<file path="config.mk">
export PLATFORM = sky130hd
export DESIGN_NAME = chained_block_pool_allocator
export DESIGN_NICKNAME = d
export VERILOG_FILES = /design/src/rtl/cbpa_pkg.sv /design/src/rtl/chained_block_pool_allocator.sv /design/src/rtl/cbpa_div.sv /design/src/rtl/cbpa_dpath.sv /design/src/rtl/cbpa_ctrl.sv
export SDC_FILE = /design/constraint.sdc
export NUM_CORES = 2
export LEC_CHECK = 0
export ABC_CLOCK_PERIOD_IN_PS = 8600
export BUFFER_PORTS_ARGS = -buffer_cell sky130_fd_sc_hd__buf_4
export CAP_MARGIN = 10
export CORE_UTILIZATION = 51
export DETAILED_ROUTE_END_ITERATION = 16
export GPL_TIMING_DRIVEN = 0
export HOLD_SLACK_MARGIN = 0.06
export PLACE_DENSITY = 0.75
export SYNTH_ARGS = -nofsm -noshare
export SYNTH_HDL_FRONTEND = slang
export SYNTH_SLANG_ARGS = --single-unit
</file>
<file path="constraint.sdc">
create_clock -name clk -period 8.6 [get_ports clk]
set_input_delay 0 -clock clk [delete_from_list [all_inputs] [get_ports clk]]
set_output_delay 0 -clock clk [all_outputs]
set_load 0.03 [all_outputs]
</file>
<file path="src/rtl/cbpa_pkg.sv">
`default_nettype none
package cbpa_pkg;

	localparam int NUM_BLOCKS_DEF = 64;
	localparam int BLOCK_BYTES = 64;
	localparam int MAX_REQUEST = 4096;

	localparam int OP_W = 2;
	localparam int SIZE_W = 13;
	localparam int OFF_W = 13;
	localparam int ST_W = 3;
	localparam int ROFF_W = 12;
	localparam int CNT_W = 32;
	localparam int FREE_W = 7;
	// wide enough for size plus block bytes minus one
	localparam int VAL_W = 14;

	localparam logic [OP_W-1:0] OP_ALLOC = 2'd0;
	localparam logic [OP_W-1:0] OP_FREE = 2'd1;
	localparam logic [OP_W-1:0] OP_RESIZE = 2'd2;

	localparam logic [ST_W-1:0] ST_OK = 3'd0;
	localparam logic [ST_W-1:0] ST_BAD = 3'd1;
	localparam logic [ST_W-1:0] ST_NOSPACE = 3'd2;
	localparam logic [ST_W-1:0] ST_RANGE = 3'd3;
	localparam logic [ST_W-1:0] ST_NOTUSED = 3'd4;

	localparam logic [3:0] CMD_NOP = 4'd0;
	localparam logic [3:0] CMD_LOAD = 4'd1;
	localparam logic [3:0] CMD_DIV_NEED = 4'd2;
	localparam logic [3:0] CMD_DIV_ID = 4'd3;
	localparam logic [3:0] CMD_SET_ID = 4'd4;
	localparam logic [3:0] CMD_SET_NEED = 4'd5;
	localparam logic [3:0] CMD_POP_ALLOC = 4'd6;
	localparam logic [3:0] CMD_POP_GROW = 4'd7;
	localparam logic [3:0] CMD_POP_STEP = 4'd8;
	localparam logic [3:0] CMD_REL_ID = 4'd9;
	localparam logic [3:0] CMD_REL_ISSUE = 4'd10;
	localparam logic [3:0] CMD_REL_STEP = 4'd11;
	localparam logic [3:0] CMD_WALK_INIT = 4'd12;
	localparam logic [3:0] CMD_WALK_STEP = 4'd13;
	localparam logic [3:0] CMD_CUT_INIT = 4'd14;
	localparam logic [3:0] CMD_CUT_STEP = 4'd15;

	typedef struct packed {
		logic [3:0] code;
		logic ld_st;
		logic [ST_W-1:0] st;
		logic set_roff;
		logic alloc_fin;
		logic ld_out;
	} cbpa_cmd_t;

	typedef struct packed {
		logic [OP_W-1:0] op;
		logic size_zero;
		logic size_big;
		logic ptr_null;
		logic ptr_out;
		logic in_use;
		logic div_busy;
		logic need_fits;
		logic need_le_have;
		logic grow_fits;
		logic pop_busy;
		logic rel_ok;
		logic rel_more;
		logic walk_more;
		logic cut_more;
	} cbpa_stat_t;

endpackage
`default_nettype wire

</file>
<file path="src/rtl/chained_block_pool_allocator.sv">
// bad fields end at the check state; failed in-use and space checks come after a division
// allocate checks space and pops its chain; free locates the block and releases its chain
// resize to zero frees the chain; other resizes walk it, then trim or extend it at one block per cycle
// block size not a power of two: each division is a repeated subtraction of the block size
// throughput: one item at a time, next item accepted the cycle after its result is registered
// reset: asynchronous, all blocks free, stack in id order, counters zero, no clearing pass
`default_nettype none
module chained_block_pool_allocator import cbpa_pkg::*; #(
	parameter int NUM_BLOCKS = NUM_BLOCKS_DEF
) (
	input wire logic clk,
	input wire logic arst_n,
	input wire logic in_valid,
	output logic in_ready,
	input wire logic [OP_W-1:0] operation,
	input wire logic [SIZE_W-1:0] request_size,
	input wire logic pointer_null,
	input wire logic [OFF_W-1:0] pointer_offset,
	output logic out_valid,
	input wire logic out_ready,
	output logic [ST_W-1:0] status,
	output logic [ROFF_W-1:0] result_offset,
	output logic [CNT_W-1:0] allocations_total,
	output logic [CNT_W-1:0] blocks_freed_total,
	output logic [FREE_W-1:0] free_count
);

	cbpa_cmd_t cmd;
	cbpa_stat_t stat;

	cbpa_ctrl u_ctrl (
		.clk(clk),
		.arst_n(arst_n),
		.in_valid(in_valid),
		.in_ready(in_ready),
		.out_valid(out_valid),
		.out_ready(out_ready),
		.stat(stat),
		.cmd(cmd)
	);

	cbpa_dpath #(.NUM_BLOCKS(NUM_BLOCKS)) u_dpath (
		.clk(clk),
		.arst_n(arst_n),
		.operation(operation),
		.request_size(request_size),
		.pointer_null(pointer_null),
		.pointer_offset(pointer_offset),
		.cmd(cmd),
		.stat(stat),
		.status(status),
		.result_offset(result_offset),
		.allocations_total(allocations_total),
		.blocks_freed_total(blocks_freed_total),
		.free_count(free_count)
	);

endmodule
`default_nettype wire

</file>
<file path="src/rtl/cbpa_div.sv">
`default_nettype none
module cbpa_div import cbpa_pkg::*; #(
	parameter int NUM_BLOCKS = NUM_BLOCKS_DEF
) (
	input wire logic clk,
	input wire logic arst_n,
	input wire logic start,
	input wire logic [VAL_W-1:0] value,
	output logic [$clog2(NUM_BLOCKS+2)-1:0] q,
	output logic busy
);

	localparam int QW = $clog2(NUM_BLOCKS + 2);
	localparam int SAT = NUM_BLOCKS + 1;
	localparam bit POW2 = (BLOCK_BYTES & (BLOCK_BYTES - 1)) == 0;
	localparam int SH = $clog2(BLOCK_BYTES);

	logic [VAL_W-1:0] rem_q;
	logic [QW-1:0] q_q;
	logic busy_q;
	logic [VAL_W-1:0] shifted;

	assign shifted = value >> SH;
	assign q = q_q;
	assign busy = busy_q;

	always_ff @(posedge clk or negedge arst_n) begin
		if (!arst_n) begin
			busy_q <= 1'b0;
		end else if (start) begin
			busy_q <= !POW2;
		end else if (busy_q) begin
			if (!(rem_q >= VAL_W'(BLOCK_BYTES) && 32'(q_q) != SAT)) begin
				busy_q <= 1'b0;
			end
		end
	end

	// quotient saturates one past the pool size
	always_ff @(posedge clk) begin
		if (start) begin
			rem_q <= value;
			if (POW2) begin
				q_q <= (32'(shifted) > SAT) ? QW'(SAT) : QW'(shifted);
			end else begin
				q_q <= '0;
			end
		end else if (busy_q && rem_q >= VAL_W'(BLOCK_BYTES) && 32'(q_q) != SAT) begin
			rem_q <= rem_q - VAL_W'(BLOCK_BYTES);
			q_q <= q_q + QW'(1);
		end
	end

endmodule
`default_nettype wire

</file>
<file path="src/rtl/cbpa_dpath.sv">
`default_nettype none
module cbpa_dpath import cbpa_pkg::*; #(
	parameter int NUM_BLOCKS = NUM_BLOCKS_DEF
) (
	input wire logic clk,
	input wire logic arst_n,
	input wire logic [OP_W-1:0] operation,
	input wire logic [SIZE_W-1:0] request_size,
	input wire logic pointer_null,
	input wire logic [OFF_W-1:0] pointer_offset,
	input wire cbpa_cmd_t cmd,
	output cbpa_stat_t stat,
	output logic [ST_W-1:0] status,
	output logic [ROFF_W-1:0] result_offset,
	output logic [CNT_W-1:0] allocations_total,
	output logic [CNT_W-1:0] blocks_freed_total,
	output logic [FREE_W-1:0] free_count
);

	localparam int IDW = $clog2(NUM_BLOCKS + 1);
	localparam int AW = $clog2(NUM_BLOCKS);
	localparam int QW = $clog2(NUM_BLOCKS + 2);
	localparam int PW = IDW + 13;
	localparam int POOL = NUM_BLOCKS * BLOCK_BYTES;

	function automatic logic id_ok(input logic [IDW-1:0] x);
		return x != '0 && 32'(x) <= NUM_BLOCKS;
	endfunction

	function automatic logic [AW-1:0] idx(input logic [IDW-1:0] x);
		logic [IDW-1:0] t;
		t = x - IDW'(1);
		return t[AW-1:0];
	endfunction

	function automatic logic [ROFF_W-1:0] roff_of(input logic [IDW-1:0] x);
		logic [PW-1:0] p;
		p = PW'(x - IDW'(1)) * PW'(BLOCK_BYTES);
		return p[ROFF_W-1:0];
	endfunction

	logic [OP_W-1:0] op_q;
	logic [SIZE_W-1:0] size_q;
	logic pnull_q;
	logic [OFF_W-1:0] poff_q;

	logic [IDW-1:0] depth_q;
	logic [CNT_W-1:0] alloc_q, freed_q;
	logic [NUM_BLOCKS-1:0] in_use_q;

	logic [IDW-1:0] id_q, last_q, cur_q, prev_q, first_q, ci_q;
	logic [IDW-1:0] have_q, steps_q;
	logic [QW-1:0] need_q, cnt_q, b_q;
	logic pend_q, first_pend_q;
	logic [ST_W-1:0] st_q;
	logic [ROFF_W-1:0] roff_q;

	// link memory, entries never written read as end of chain
	logic [IDW-1:0] link_mem [NUM_BLOCKS];
	logic [NUM_BLOCKS-1:0] link_vld_q;
	logic [IDW-1:0] link_rd_q;
	logic link_rv_q;
	logic [IDW-1:0] lrdata;
	logic lw_en;
	logic [AW-1:0] lw_addr, lr_addr;
	logic [IDW-1:0] lw_data;

	// free stack, entries never written read as their index plus one
	logic [IDW-1:0] stk_mem [NUM_BLOCKS];
	logic [NUM_BLOCKS-1:0] stk_vld_q;
	logic [IDW-1:0] stk_rd_q;
	logic stk_rv_q;
	logic [AW-1:0] stk_ra_q, sr_addr;
	logic [IDW-1:0] srdata;
	logic push, pop_issue;

	logic div_start;
	logic [VAL_W-1:0] div_val;
	logic [QW-1:0] div_q;
	logic div_busy;

	cbpa_div #(.NUM_BLOCKS(NUM_BLOCKS)) u_div (
		.clk(clk),
		.arst_n(arst_n),
		.start(div_start),
		.value(div_val),
		.q(div_q),
		.busy(div_busy)
	);

	assign div_start = cmd.code == CMD_DIV_NEED || cmd.code == CMD_DIV_ID;
	assign div_val = (cmd.code == CMD_DIV_NEED) ?
		VAL_W'(size_q) + VAL_W'(BLOCK_BYTES - 1) : VAL_W'(poff_q);

	assign lrdata = link_rv_q ? link_rd_q : '0;
	assign srdata = stk_rv_q ? stk_rd_q : IDW'(stk_ra_q) + IDW'(1);
	assign sr_addr = AW'(depth_q - IDW'(1));
	assign pop_issue = cmd.code == CMD_POP_STEP && cnt_q != '0;

	always_comb begin
		stat.op = op_q;
		stat.size_zero = size_q == '0;
		stat.size_big = 32'(size_q) > MAX_REQUEST;
		stat.ptr_null = pnull_q;
		stat.ptr_out = 32'(poff_q) >= POOL;
		stat.in_use = in_use_q[idx(id_q)];
		stat.div_busy = div_busy;
		stat.need_fits = 32'(need_q) <= 32'(depth_q);
		stat.need_le_have = 32'(need_q) <= 32'(have_q);
		stat.grow_fits = 32'(depth_q) >= 32'(need_q) - 32'(have_q);
		stat.pop_busy = pend_q || cnt_q != '0;
		stat.rel_ok = id_ok(cur_q) && 32'(steps_q) < NUM_BLOCKS;
		stat.rel_more = id_ok(lrdata) && 32'(steps_q) + 1 < NUM_BLOCKS;
		stat.walk_more = id_ok(lrdata) && 32'(have_q) < NUM_BLOCKS;
		stat.cut_more = b_q < need_q;
	end

	always_comb begin
		lw_en = 1'b0;
		lw_addr = '0;
		lw_data = '0;
		lr_addr = '0;
		push = 1'b0;
		case (cmd.code)
			CMD_POP_STEP: begin
				if (pend_q && !first_pend_q) begin
					lw_en = 1'b1;
					lw_addr = idx(prev_q);
					lw_data = srdata;
				end else if (!pend_q && cnt_q == '0) begin
					// terminate the chain
					lw_en = 1'b1;
					lw_addr = idx(prev_q);
				end
			end
			CMD_REL_ISSUE: lr_addr = idx(cur_q);
			CMD_REL_STEP: begin
				lr_addr = idx(lrdata);
				push = 32'(depth_q) < NUM_BLOCKS;
				if (push) begin
					lw_en = 1'b1;
					lw_addr = idx(cur_q);
				end
			end
			CMD_WALK_INIT, CMD_CUT_INIT: lr_addr = idx(id_q);
			CMD_WALK_STEP: lr_addr = idx(lrdata);
			CMD_CUT_STEP: begin
				lr_addr = idx(lrdata);
				if (!stat.cut_more) begin
					lw_en = 1'b1;
					lw_addr = idx(ci_q);
				end
			end
			default: begin
			end
		endcase
	end

	always_ff @(posedge clk) begin
		if (lw_en) begin
			link_mem[lw_addr] <= lw_data;
		end
		link_rd_q <= link_mem[lr_addr];
		if (push) begin
			stk_mem[AW'(depth_q)] <= cur_q;
		end
		stk_rd_q <= stk_mem[sr_addr];
		stk_ra_q <= sr_addr;
	end

	always_ff @(posedge clk or negedge arst_n) begin
		if (!arst_n) begin
			depth_q <= IDW'(NUM_BLOCKS);
			alloc_q <= '0;
			freed_q <= '0;
			in_use_q <= '0;
			link_vld_q <= '0;
			link_rv_q <= 1'b0;
			stk_vld_q <= '0;
			stk_rv_q <= 1'b0;
			pend_q <= 1'b0;
			first_pend_q <= 1'b0;
		end else begin
			link_rv_q <= link_vld_q[lr_addr];
			stk_rv_q <= stk_vld_q[sr_addr];
			if (lw_en) begin
				link_vld_q[lw_addr] <= 1'b1;
			end
			if (push) begin
				stk_vld_q[AW'(depth_q)] <= 1'b1;
				in_use_q[idx(cur_q)] <= 1'b0;
				freed_q <= freed_q + CNT_W'(1);
				depth_q <= depth_q + IDW'(1);
			end else if (pop_issue) begin
				depth_q <= depth_q - IDW'(1);
			end
			if (cmd.alloc_fin) begin
				in_use_q[idx(first_q)] <= 1'b1;
				alloc_q <= alloc_q + CNT_W'(1);
			end
			case (cmd.code)
				CMD_POP_ALLOC: begin
					pend_q <= 1'b0;
					first_pend_q <= 1'b1;
				end
				CMD_POP_GROW: begin
					pend_q <= 1'b0;
					first_pend_q <= 1'b0;
				end
				CMD_POP_STEP: begin
					pend_q <= pop_issue;
					if (pend_q) begin
						first_pend_q <= 1'b0;
					end
				end
				default: begin
				end
			endcase
		end
	end

	always_ff @(posedge clk) begin
		case (cmd.code)
			CMD_LOAD: begin
				op_q <= operation;
				size_q <= request_size;
				pnull_q <= pointer_null;
				poff_q <= pointer_offset;
				roff_q <= '0;
			end
			CMD_SET_ID: id_q <= IDW'(div_q) + IDW'(1);
			CMD_SET_NEED: need_q <= div_q;
			CMD_POP_ALLOC: cnt_q <= need_q;
			CMD_POP_GROW: begin
				cnt_q <= need_q - QW'(have_q);
				prev_q <= last_q;
			end
			CMD_POP_STEP: begin
				if (pend_q) begin
					prev_q <= srdata;
					if (first_pend_q) begin
						first_q <= srdata;
					end
				end
				if (cnt_q != '0) begin
					cnt_q <= cnt_q - QW'(1);
				end
			end
			CMD_REL_ID: begin
				cur_q <= id_q;
				steps_q <= '0;
			end
			CMD_REL_STEP: begin
				cur_q <= lrdata;
				steps_q <= steps_q + IDW'(1);
			end
			CMD_WALK_INIT: begin
				have_q <= IDW'(1);
				last_q <= id_q;
			end
			CMD_WALK_STEP: begin
				if (stat.walk_more) begin
					have_q <= have_q + IDW'(1);
					last_q <= lrdata;
				end
			end
			CMD_CUT_INIT: begin
				ci_q <= id_q;
				b_q <= QW'(1);
			end
			CMD_CUT_STEP: begin
				if (stat.cut_more) begin
					ci_q <= lrdata;
					b_q <= b_q + QW'(1);
				end else begin
					// the cut-off tail goes back to the stack
					cur_q <= lrdata;
					steps_q <= '0;
				end
			end
			default: begin
			end
		endcase
		if (cmd.set_roff) begin
			roff_q <= roff_of(id_q);
		end
		if (cmd.alloc_fin) begin
			roff_q <= roff_of(first_q);
		end
		if (cmd.ld_st) begin
			st_q <= cmd.st;
		end
		if (cmd.ld_out) begin
			status <= st_q;
			result_offset <= roff_q;
			allocations_total <= alloc_q;
			blocks_freed_total <= freed_q;
			free_count <= FREE_W'(depth_q);
		end
	end

endmodule
`default_nettype wire

</file>
<file path="src/rtl/cbpa_ctrl.sv">
`default_nettype none
module cbpa_ctrl import cbpa_pkg::*; (
	input wire logic clk,
	input wire logic arst_n,
	input wire logic in_valid,
	output logic in_ready,
	output logic out_valid,
	input wire logic out_ready,
	input wire cbpa_stat_t stat,
	output cbpa_cmd_t cmd
);

	localparam logic [3:0] S_IDLE = 4'd0;
	localparam logic [3:0] S_CHECK = 4'd1;
	localparam logic [3:0] S_ANEED = 4'd2;
	localparam logic [3:0] S_ACHK = 4'd3;
	localparam logic [3:0] S_POP = 4'd4;
	localparam logic [3:0] S_LOCDIV = 4'd5;
	localparam logic [3:0] S_LOC = 4'd6;
	localparam logic [3:0] S_REL0 = 4'd7;
	localparam logic [3:0] S_REL1 = 4'd8;
	localparam logic [3:0] S_RNEED = 4'd9;
	localparam logic [3:0] S_WALK0 = 4'd10;
	localparam logic [3:0] S_WALK1 = 4'd11;
	localparam logic [3:0] S_RDEC = 4'd12;
	localparam logic [3:0] S_CUT = 4'd13;
	localparam logic [3:0] S_DONE = 4'd14;

	logic [3:0] state_q, state_d;
	logic out_valid_q;

	assign in_ready = state_q == S_IDLE;
	assign out_valid = out_valid_q;

	always_comb begin
		cmd = '0;
		state_d = state_q;
		case (state_q)
			S_IDLE: begin
				if (in_valid) begin
					cmd.code = CMD_LOAD;
					state_d = S_CHECK;
				end
			end
			S_CHECK: begin
				state_d = S_DONE;
				cmd.ld_st = 1'b1;
				cmd.st = ST_BAD;
				if (stat.op == OP_ALLOC) begin
					if (!stat.size_zero && !stat.size_big) begin
						cmd.ld_st = 1'b0;
						cmd.code = CMD_DIV_NEED;
						state_d = S_ANEED;
					end
				end else if (stat.op == OP_FREE || stat.op == OP_RESIZE) begin
					if (stat.ptr_null ||
					    (stat.op == OP_RESIZE && !stat.size_zero && stat.size_big)) begin
						cmd.st = ST_BAD;
					end else if (stat.ptr_out) begin
						cmd.st = ST_RANGE;
					end else begin
						cmd.ld_st = 1'b0;
						cmd.code = CMD_DIV_ID;
						state_d = S_LOCDIV;
					end
				end
			end
			S_ANEED: begin
				if (!stat.div_busy) begin
					cmd.code = CMD_SET_NEED;
					state_d = S_ACHK;
				end
			end
			S_ACHK: begin
				if (stat.need_fits) begin
					cmd.code = CMD_POP_ALLOC;
					state_d = S_POP;
				end else begin
					cmd.ld_st = 1'b1;
					cmd.st = ST_NOSPACE;
					state_d = S_DONE;
				end
			end
			S_POP: begin
				cmd.code = CMD_POP_STEP;
				if (!stat.pop_busy) begin
					cmd.ld_st = 1'b1;
					cmd.st = ST_OK;
					cmd.alloc_fin = stat.op == OP_ALLOC;
					state_d = S_DONE;
				end
			end
			S_LOCDIV: begin
				if (!stat.div_busy) begin
					cmd.code = CMD_SET_ID;
					state_d = S_LOC;
				end
			end
			S_LOC: begin
				if (!stat.in_use) begin
					cmd.ld_st = 1'b1;
					cmd.st = ST_NOTUSED;
					state_d = S_DONE;
				end else if (stat.op == OP_FREE || stat.size_zero) begin
					cmd.code = CMD_REL_ID;
					state_d = S_REL0;
				end else begin
					cmd.code = CMD_DIV_NEED;
					state_d = S_RNEED;
				end
			end
			S_REL0: begin
				if (stat.rel_ok) begin
					cmd.code = CMD_REL_ISSUE;
					state_d = S_REL1;
				end else begin
					cmd.ld_st = 1'b1;
					cmd.st = ST_OK;
					state_d = S_DONE;
				end
			end
			S_REL1: begin
				cmd.code = CMD_REL_STEP;
				if (!stat.rel_more) begin
					cmd.ld_st = 1'b1;
					cmd.st = ST_OK;
					state_d = S_DONE;
				end
			end
			S_RNEED: begin
				if (!stat.div_busy) begin
					cmd.code = CMD_SET_NEED;
					state_d = S_WALK0;
				end
			end
			S_WALK0: begin
				cmd.code = CMD_WALK_INIT;
				state_d = S_WALK1;
			end
			S_WALK1: begin
				cmd.code = CMD_WALK_STEP;
				if (!stat.walk_more) begin
					state_d = S_RDEC;
				end
			end
			S_RDEC: begin
				if (stat.need_le_have) begin
					cmd.code = CMD_CUT_INIT;
					cmd.set_roff = 1'b1;
					state_d = S_CUT;
				end else if (stat.grow_fits) begin
					cmd.code = CMD_POP_GROW;
					cmd.set_roff = 1'b1;
					state_d = S_POP;
				end else begin
					cmd.ld_st = 1'b1;
					cmd.st = ST_NOSPACE;
					state_d = S_DONE;
				end
			end
			S_CUT: begin
				cmd.code = CMD_CUT_STEP;
				if (!stat.cut_more) begin
					state_d = S_REL0;
				end
			end
			S_DONE: begin
				if (!out_valid_q || out_ready) begin
					cmd.ld_out = 1'b1;
					state_d = S_IDLE;
				end
			end
			default: state_d = S_IDLE;
		endcase
	end

	always_ff @(posedge clk or negedge arst_n) begin
		if (!arst_n) begin
			state_q <= S_IDLE;
			out_valid_q <= 1'b0;
		end else begin
			state_q <= state_d;
			if (cmd.ld_out) begin
				out_valid_q <= 1'b1;
			end else if (out_ready) begin
				out_valid_q <= 1'b0;
			end
		end
	end

endmodule
`default_nettype wire

</file>
==> summary.txt <==
Placement
  • I/O Buffers: 114
  • DPL Wire Length: 103.3 mm
  • GPL Wtd Cong: 0.9710

Clocking
  • Num CTS Buffers: 143
  • Cts repair resizes: 0
  • H-tree Lvls: 4
  • Clk_lat worst skew: 0.77 ns
  • CTS tree: yes
  • CTS Buffer Depth: 3
  • Root Driver: clkbuf_16
  • CTS clock-pin slew for the worst setup and hold paths: 0.06 ns
  • Sink Count: 1401

Critical path
  • RR Startpoint: u_dpath.depth_q[0]
  • Startpoint Class: register
  • Crit path kind: reg -> reg
  • Crit end category: register
  • CP arrival: 8.45 ns
  • Worst-path maximum fanout: 10
  • RR Endpoint: u_dpath.link_rd_q[0]
  • Worst endpoint required time: 9.27 ns
  • Worst R2R Setup Slack: 0.81 ns
  • R2R cell count: 16

Power and ir drop
  • Psw: 9.271 mW
  • Clock share of power: 25.0%
  • Power per cell area: 363.2 nW/um^2
  • Sw frac: 38.17%
  • Pint: 15.02 mW
  • Final total power: 24.29 mW
  • Comb pwr share: 39.6%
  • Seq pwr share: 35.4%
  • LEAKAGE: 24.51 nW
  • VDD IR max: 284.3 uV

Detailed routing
  • Antenna viol nets, final: 0
  • Total vias in the final route: 36570
  • Drt drc: 0
  • Avg WL per Cell: 25.92 um
  • Initial DRC Count: 4677
  • DR pass1 iterations: 7
  • Vias per cell: 6.154
  • Routed wire length: 154.0 mm

STA
  • RSZ-0062 raised after global routing: no
  • Fmax: 0.1284 GHz
  • Final Skew: 0.03329 ns
  • Relative slew slack: 9.269%
  • Setup Viol. Count Final: 0
  • Max-slew violations: 0
  • Setup TNS: 0 ns
  • Worst slew pin tran: 1.353 ns
  • Hold slack: 0.2488 ns
  • Fin. Hold Viols: 0
  • Period utilization: 90.56%
  • Fin crit period: 7.788 ns

Yosys
  • Number of distinct library cells after synthesis: 89
  • Synth Area in Adders: 1.154%
  • Average cell area after synthesis: 14.66 sq um
  • Synth Area in Compound Gates: 5.410%
  • Number of synthesized flops with an enable pin: 1108
  • Register area share after synthesis: 69.67%
  • Area share of the largest cell type after synthesis: 57.23%
  • Yosys warnings: 0
  • Mux cell area share after synthesis: 9.359%
  • Syn Inst Count: 3965
  • Post-synth ARST share: 19.49%
  • Main synth FF type: edfxtp_1
  • Simple-gate share of the synthesized area: 10.29%
  • Largest family of logic cells by synthesized area: simple AND/OR/NAND/NOR gates
  • Top cells by area, synth: edfxtp_1 (57%), dfrtp_1 (12%), mux4_2 (6.6%), nand2_1 (3.1%), mux2i_1 (2.8%)
  • Most frequent cell after synthesis: edfxtp_1
  • FF+latch count, synth: 1401
  • Synth top cells by count: edfxtp_1 (1108), nand2_1 (479), dfrtp_1 (272)
  • Cell Area, Synth: 58140 sq um
  • Area leader, netlist: edfxtp_1
  • XOR/XNOR share of the synthesized area: 2.290%

Min path
  • Hold endpoint: u_ctrl.out_valid
  • Worst hold path class: in -> reg
  • Hold Startpoint: out_ready
  • Hold path depth: 4

Floorplan
  • Die width: 339.6 um
  • Die H: 339.6 um
  • I/O pin cnt: 121
  • Row count: 123
  • Die area: 115400 sq um
  • CORE AREA: 112800 sq um
  • Initial Util: 51.54%

Run status
  • Status: finished, final reports clean

GRT
  • Largest net degree at the start of global routing: 114
  • First-pass GRT wire length: 229.2 mm
  • Initial antenna violation count: 7
  • Gr ovfl total: 0
  • Global Route Usage Sum: 26.70%
  • Vias in the first global route: 35790

Final layout
  • Final net count: 4408
  • Area grow syn2layout: 15.04%
  • Layout cells sized above 1: 16.96%

Job
  • Max-cap violations: 0
-- cells by family after synthesis --
| kind of cell | after synthesis |
|---|---|
| AO/OA/AOI/OAI | 504 |
| XOR/XNOR | 152 |
| adder cells (fa/ha/maj) | 53 |
| buffers and inverters | 234 |
| flip-flops | 1401 |
| multiplexers | 331 |
| other | 1 |
| AND/OR/NAND/NOR | 1289 |
-- placed cells by master (no fill, tap or decap), types with 103 or more instances in the layout --
| cell type | instances |
|---|---|
| mux4_2 | 170 |
| xnor2_1 | 103 |
| mux2i_1 | 160 |
| or2_2 | 131 |
| a21oi_1 | 115 |
| clkbuf_1 | 123 |
| buf_4 | 133 |
| nand3_1 | 197 |
| o21ai_0 | 190 |
| dfrtp_1 | 272 |
| clkbuf_16 | 146 |
| edfxtp_1 | 1108 |
| nand2_1 | 479 |
| nor2_1 | 263 |
-- power by group through the flow --
stage	Sequential, mW	Combinational (mW)	Clock, mW
final	8.60	9.61	6.08
after global routing	8.64	10.0	6.38
after CTS	8.59	9.37	6.11
after detailed placement	8.71	9.27	0
after global placement	8.92	8.76	0
after floorplan	8.78	5.67	0
-- metal layers --
metal  GRT usage, %  share of wire (%)  vias to the layer above
li1               -                  -                    15660
met1          35.86                 38                    18370
met2          42.29                 47                     2106
met3          5.690                 10                      436
met4          11.58                4.7                        4
met5              0              0.018                        -
-- timing repair --
action / 4_1_cts / 5_1_grt
buffers inserted: 0 / 0
hold buffers: 63 / 0
endpoints found under the hold margin: 305 / 0
-- layout make-up --
| type | instances | area [sq um] |
|---|---|---|
| Timing Repair Buffer | 207 | 2197 |
| Buffer | 165 | 802.0 |
| Clock buffer | 204 | 4011 |
| Fill cell | 8269 | 45930 |
| Clock inverter | 60 | 574.3 |
| Multi-Input combinational cell | 2335 | 16650 |
| Inverter | 69 | 259.0 |
| Sequential cell | 1401 | 40510 |
| Antenna cell | 1 | 2.502 |
| Tap cell | 1500 | 1877 |
-- stage by stage --
step                setup WS [ns]  area (sq um)  cells  util (%)
finish                     0.8115         66880   5942     59.29
floorplan                   3.357         58160   3970         -
CTS                         1.057         66880   5941     59.29
global placement           0.4794         60890   5584     53.98
global route               0.6809         66880   5941     59.29
detailed placement          1.131         61650   5614     54.65
-- state kept, by name, indices dropped and copies added, names as in the netlist, 13 cells and up --
signal                      count
u_dpath.alloc_q                32
u_dpath.blocks_freed_total     32
u_dpath.stk_mem               448
u_dpath.freed_q                32
u_dpath.allocations_total      32
u_dpath.link_mem              448
u_dpath.stk_vld_q              64
u_dpath.size_q                 13
u_dpath.in_use_q               64
u_dpath.link_vld_q             64
u_dpath.poff_q                 13
u_dpath.u_div.rem_q            14
-- worst max-delay path, stage by stage (launching register included) --
cell and delay [ns]:
dfrtp_1 0.57, clkbuf_1 0.65, buf_1 0.65, clkbuf_1 0.68, inv_1 0.25, ha_1 0.34, nand2b_1 0.09, a21oi_1 0.06
o21ai_0 0.15, a31oi_1 0.15, a2111o_1 0.55, and2_1 0.24, a211oi_1 1.06, clkbuf_1 0.82, a31oi_1 0.39, a211oi_1 0.63
and4_1 0.40
-- worst max path at each step --
stage                                                to                from  cells past startpoint  slack, ns
after global placement    u_dpath.allocations_total[16]   u_ctrl.state_q[3]                      5       0.48
final                              u_dpath.link_rd_q[0]  u_dpath.depth_q[0]                     16       0.81
after global routing               u_dpath.link_rd_q[6]  u_dpath.depth_q[0]                     16       0.68
after CTS                          u_dpath.link_rd_q[0]  u_dpath.depth_q[0]                     16       1.06
after detailed placement           u_dpath.link_rd_q[0]  u_dpath.depth_q[0]                     16       1.13
after floorplan            u_dpath.allocations_total[0]   u_ctrl.state_q[3]                      5       3.36
No activity file was read; power rests on OpenSTA's default activity.
